File: config.mk
export PLATFORM = sky130hd
export DESIGN_NAME = plsl_ctrl
export DESIGN_NICKNAME = d
export VERILOG_FILES = /design/src/design/plsl_pkg.sv /design/src/design/plsl_ctrl.sv
export SDC_FILE = /design/constraint.sdc
export NUM_CORES = 1
export LEC_CHECK = 0
export ABC_AREA = 1
export BUFFER_PORTS_ARGS = -buffer_cell sky130_fd_sc_hd__clkbuf_2
export CAP_MARGIN = 20
export CORE_AREA = 2 2 39 41
export CTS_CLUSTER_DIAMETER = 80
export CTS_CLUSTER_SIZE = 30
export DETAILED_ROUTE_END_ITERATION = 6
export DIE_AREA = 0 0 41 43
export MAX_ROUTING_LAYER = met4
export PLACE_DENSITY = 0.64
export SLEW_MARGIN = 30
export SYNTH_ARGS = -nofsm -noshare
export SYNTH_HDL_FRONTEND = slang
export SYNTH_SLANG_ARGS = --single-unit
File: constraint.sdc
create_clock -name clock -period 1.3 [get_ports clock]
set_clock_uncertainty 0.1 [all_clocks]
set_input_delay 0.195 -clock clock [delete_from_list [all_inputs] [get_ports clock]]
set_output_delay 0.195 -clock clock [all_outputs]
set_load 0.02 [all_outputs]
File: src/design/plsl_pkg.sv
// Package for the piecewise linear segment lookup core.
// Holds action and status codes, the segment record and the controller/datapath
// command and status structs. No dependencies.
package plsl_pkg;

   // Action codes of a request word
   localparam logic [1:0] ACT_QUERY = 2'd0;
   localparam logic [1:0] ACT_LOAD  = 2'd1;
   localparam logic [1:0] ACT_CLEAR = 2'd2;

   // Status codes of a response word
   localparam logic [1:0] STAT_OK       = 2'd0;
   localparam logic [1:0] STAT_NO_MATCH = 2'd1;
   localparam logic [1:0] STAT_EMPTY    = 2'd2;
   localparam logic [1:0] STAT_DROPPED  = 2'd3;

   // Default height after reset, integer part (scaled by the fraction width)
   localparam logic [63:0] DFLT_HEIGHT_INT = 64'd370;

   // One stored segment
   typedef struct packed {
      logic signed [31:0] start_x;
      logic signed [31:0] start_y;
      logic signed [31:0] end_x;
      logic signed [31:0] end_y;
      logic [7:0]         kind;
   } seg_type;

   // Controller states
   typedef enum logic [2:0] {
      S_IDLE,
      S_RCHK,
      S_SCAN,
      S_DIV,
      S_MUL,
      S_ADD,
      S_PUT
   } state_type;

   // Controller to datapath
   typedef struct packed {
      logic accept;     // request word taken this cycle
      logic scan_step;  // issue next table read of the scan
      logic capture;    // matched entry sits in the read register
      logic rec_upd;    // remember the scan hit as the recent segment
      logic no_match;   // scan ran out
      logic mul_go;     // form slope product
      logic fin;        // form final height
      logic put;        // move result into output register
   } cmd_type;

   // Datapath to controller
   typedef struct packed {
      logic count_zero;
      logic recent_ok;
      logic hit;
      logic chk_vld;
      logic last;
      logic div_done;
      logic rsp_free;
   } sts_type;

endpackage

File: src/design/plsl_ctrl.sv
// Controller of the segment lookup core: sequences recent check, table scan,
// division, multiply and result hand-off. Depends on plsl_pkg.
module plsl_ctrl
   import plsl_pkg::*;
(
   input  logic       clock,
   input  logic       reset,
   input  logic       req_valid,
   input  logic [1:0] req_action,
   input  sts_type    sts,
   output logic       req_ready,
   output cmd_type    cmd
);

   state_type state_ff, state_in;

   always_ff @(posedge clock) begin
      if (reset) begin
         state_ff <= S_IDLE;
      end else begin
         state_ff <= state_in;
      end
   end

   // next state and commands
   always_comb begin
      state_in  = state_ff;
      cmd       = '0;
      req_ready = 1'b0;
      case (state_ff)
         S_IDLE: begin
            req_ready = 1'b1;
            if (req_valid) begin
               cmd.accept = 1'b1;
               if (req_action == ACT_QUERY && !sts.count_zero) begin
                  state_in = sts.recent_ok ? S_RCHK : S_SCAN;
               end else begin
                  state_in = S_PUT;
               end
            end
         end
         S_RCHK: begin
            if (sts.hit) begin
               cmd.capture = 1'b1;
               state_in    = S_DIV;
            end else begin
               state_in = S_SCAN;
            end
         end
         S_SCAN: begin
            cmd.scan_step = 1'b1;
            if (sts.chk_vld && sts.hit) begin
               cmd.capture = 1'b1;
               cmd.rec_upd = 1'b1;
               state_in    = S_DIV;
            end else if (sts.chk_vld && sts.last) begin
               cmd.no_match = 1'b1;
               state_in     = S_PUT;
            end
         end
         S_DIV: begin
            if (sts.div_done) begin
               state_in = S_MUL;
            end
         end
         S_MUL: begin
            cmd.mul_go = 1'b1;
            state_in   = S_ADD;
         end
         S_ADD: begin
            cmd.fin  = 1'b1;
            state_in = S_PUT;
         end
         S_PUT: begin
            if (sts.rsp_free) begin
               cmd.put  = 1'b1;
               state_in = S_IDLE;
            end
         end
         default: begin
            state_in = S_IDLE;
         end
      endcase
   end

endmodule

==> flow_summary.yaml <==
power_and_ir_drop:
  pwr-share-seq: 0.156
  p_leak_nw: 0.395
  power.switching_mw: 0.656
  p_clk_frac: 0.115
  vdd_drop_max_uv: 965
  p_comb_frac: 0.730
  swShare: 0.467
  power.total_mw: 1.40
  p_per_area_nw_per_um2: 2140
  p_int_mw: 0.748
sta:
  worst_slack_ns: -0.120
  hold_viol_final: 0
  setup_viol: 7
  rsz0062_at_grt: "yes"
  finalMaxSlewViolations: 0
  fmax_mhz: 704
  tns_ns: -0.633
  min_period_over_period: 1.09
  period_minus_slack_ns: 1.42
  worstMarginPinSlew_ns: 0.250
  maxSlewHeadroom: 0.831
  worst_hold_slack_ns: 0.0563
setup_path:
  end_kind: "output port"
  timing.rr.end: "state_ff[0]"
  crit_chain: "nor2_4, inv_2, nor3_2, buf_4"
  rrSetupSlack_ns: 0.06
  crit_start: "state_ff[2]"
  cp-start-kind: "register"
  worstPathRequired_ns: 1.00
  critPathKind: "register to output port"
  critPathArrivalTime_ns: 1.13
  critPathMaxFanout: 6
  ff2ff_path_depth: 7
  path_delay_family: "flip-flops"
  r2r_start: "state_ff[2]"
  path_buf_inv: 2
  critPathSlowestCell: "dfxtp_4"
  slowest_delay_ns: 0.36
routing:
  via_per_inst: 4.36
  antenna_left: 0
  finalWirelength_um: 1080
  routedWlPerCell_um: 9.95
  drc: 0
  drtIter0Drc: 6
  vias: 471
  drtPass1Iterations: 4
outcome:
  status: "finished, violations left"
  violations: "negative setup slack"
layout:
  final_common_cell: "nand2_1"
  top_register: "state_ff"
  antennaDiodeCount: 0
  top_regs: "state_ff: 3 flops"
  area_delta_synth_final_pct: 87.5
  largest_register_ffs: 3
  drive_above_1_share: 0.554
  final_cell_mix: "16 x nand2_1, 11 x clkbuf_2, 8 x inv_1, 8 x nor2_1, 8 x buf_4"
  nets: 105
  fillerInstances: 152
  fin_util: 0.475
hold_path:
  hold_start: "reset"
  hold_path.class: "primary input to register"
  whs_path_depth: 2
  hold_end: "state_ff[0]"
placed_design:
  preCtsSetupSlack_ns: 0.0546
  io_buffers: 20
  gp_congestion: 0.764
  dpl.hpwl_um: 754
global_routing:
  first_global_vias: 417
  grt_pass1_wl_um: 1570
  grt.overflow.total: 0
  grt_usage: 0.135
  grt_max_degree: 7
  antenna_found_initial: 0
die:
  core_area_um2: 1380
  die_y_um: 43
  die-area_um2: 1760
  boundaryPins: 21
  initial_core_util: 0.253
  fp.dieW_um: 41
  core.rowCount: 14
clocking:
  numCtsBuffers: 3
  cts_tree: "yes"
  clockBufferDepth: 2
  worst_skew_pair.late_latency_ns: 0.23
  cts_root_buf: "clkbuf_4"
  cts.clk_slew.worst_paths_ns: 0.04
  cts_sinks: 3
  htree_levels: 1
  cts_hold_buf: 0
logic_synthesis:
  synth_nets: 76
  syn_avg_cell_area_um2: 5.47
  post_synth_num_cell_types: 16
  ys_warn_count: 0
  synth_top_area_share: 0.193
  yosysTopAreaCell: "nand2_1"
  ys_ff_latch: 3
  syn-instance-count: 64
  yosysSeqAreaShare: 0.171
  synthTopCellsByArea: "nand2_1 19%, dfxtp_1 17%, inv_1 13%"
  synthesis.area_um2: 350
flow_run:
  maxCapViolCount: 0
[timing repair]
item / 4_1_cts / 5_1_grt
gates cloned: 1 / 0
endpoints found under the setup margin: 9 / 12
gates resized for setup: 14 / 28
buffers inserted: 1 / 2
pin swaps: 2 / 7
[cell families (layout without fill, tap and decap cells)]
kind of cell	count (synthesis)	in the layout	share of synthesized area
buf+inv	15	43	0.189
flops	3	3	0.171
compound gates	3	3	0.0535
simple gates	43	43	0.586
[power by group through the flow]
stage / sequential [mW] / combinational, mW / clock [mW]
6_report: 0.219 / 1.02 / 0.161
5_1_grt: 0.223 / 1.11 / 0.182
4_1_cts: 0.189 / 0.896 / 0.173
3_5_place_dp: 0.176 / 0.700 / 0
3_3_place_gp: 0.176 / 0.691 / 0
2_1_floorplan: 0.168 / 0.517 / 0
[final cells by class]
type	count	area, um2	area share
clock buffers	4	26.3	0.0400
flip-flops and latches	3	68.8	0.105
inverters	14	55.1	0.0838
well taps	16	20.0	0.0305
multi-input cells	46	273	0.415
repair buffers	25	214	0.326
[per-stage QoR]
step           cell area, um2  instances
2_1_floorplan             355         64
3_3_place_gp              482        100
6_report                  657        108
3_5_place_dp              482        100
4_1_cts                   587        106
5_1_grt                   657        108
[per-layer routing]
metal	track usage	wire, um	share of wire
met5	-	0	0
met4	0.0600	0	0
met3	0.0471	53	0.049
met2	0.213	602	0.56
met1	0.144	419	0.39
[Yosys cell counts (all sizes together)]
library cell and count:
dfxtp 3, nand2 19, nand3b 1, nand4 2
inv 14, nor2 14, nand3 6, o21ai 1
nor3 1, clkbuf 1, a21oi 2
[worst max path at each step]
stage          cells past startpoint  slack, ns     endpoint
2_1_floorplan                      8       0.11  state_ff[0]
3_3_place_gp                       7       0.06  state_ff[0]
3_5_place_dp                       7       0.05  state_ff[0]
4_1_cts                            4      -0.16       cmd[3]
5_1_grt                            4      -0.19       cmd[3]
6_report                           4      -0.12       cmd[7]
Power figures use the tool's default switching activity.
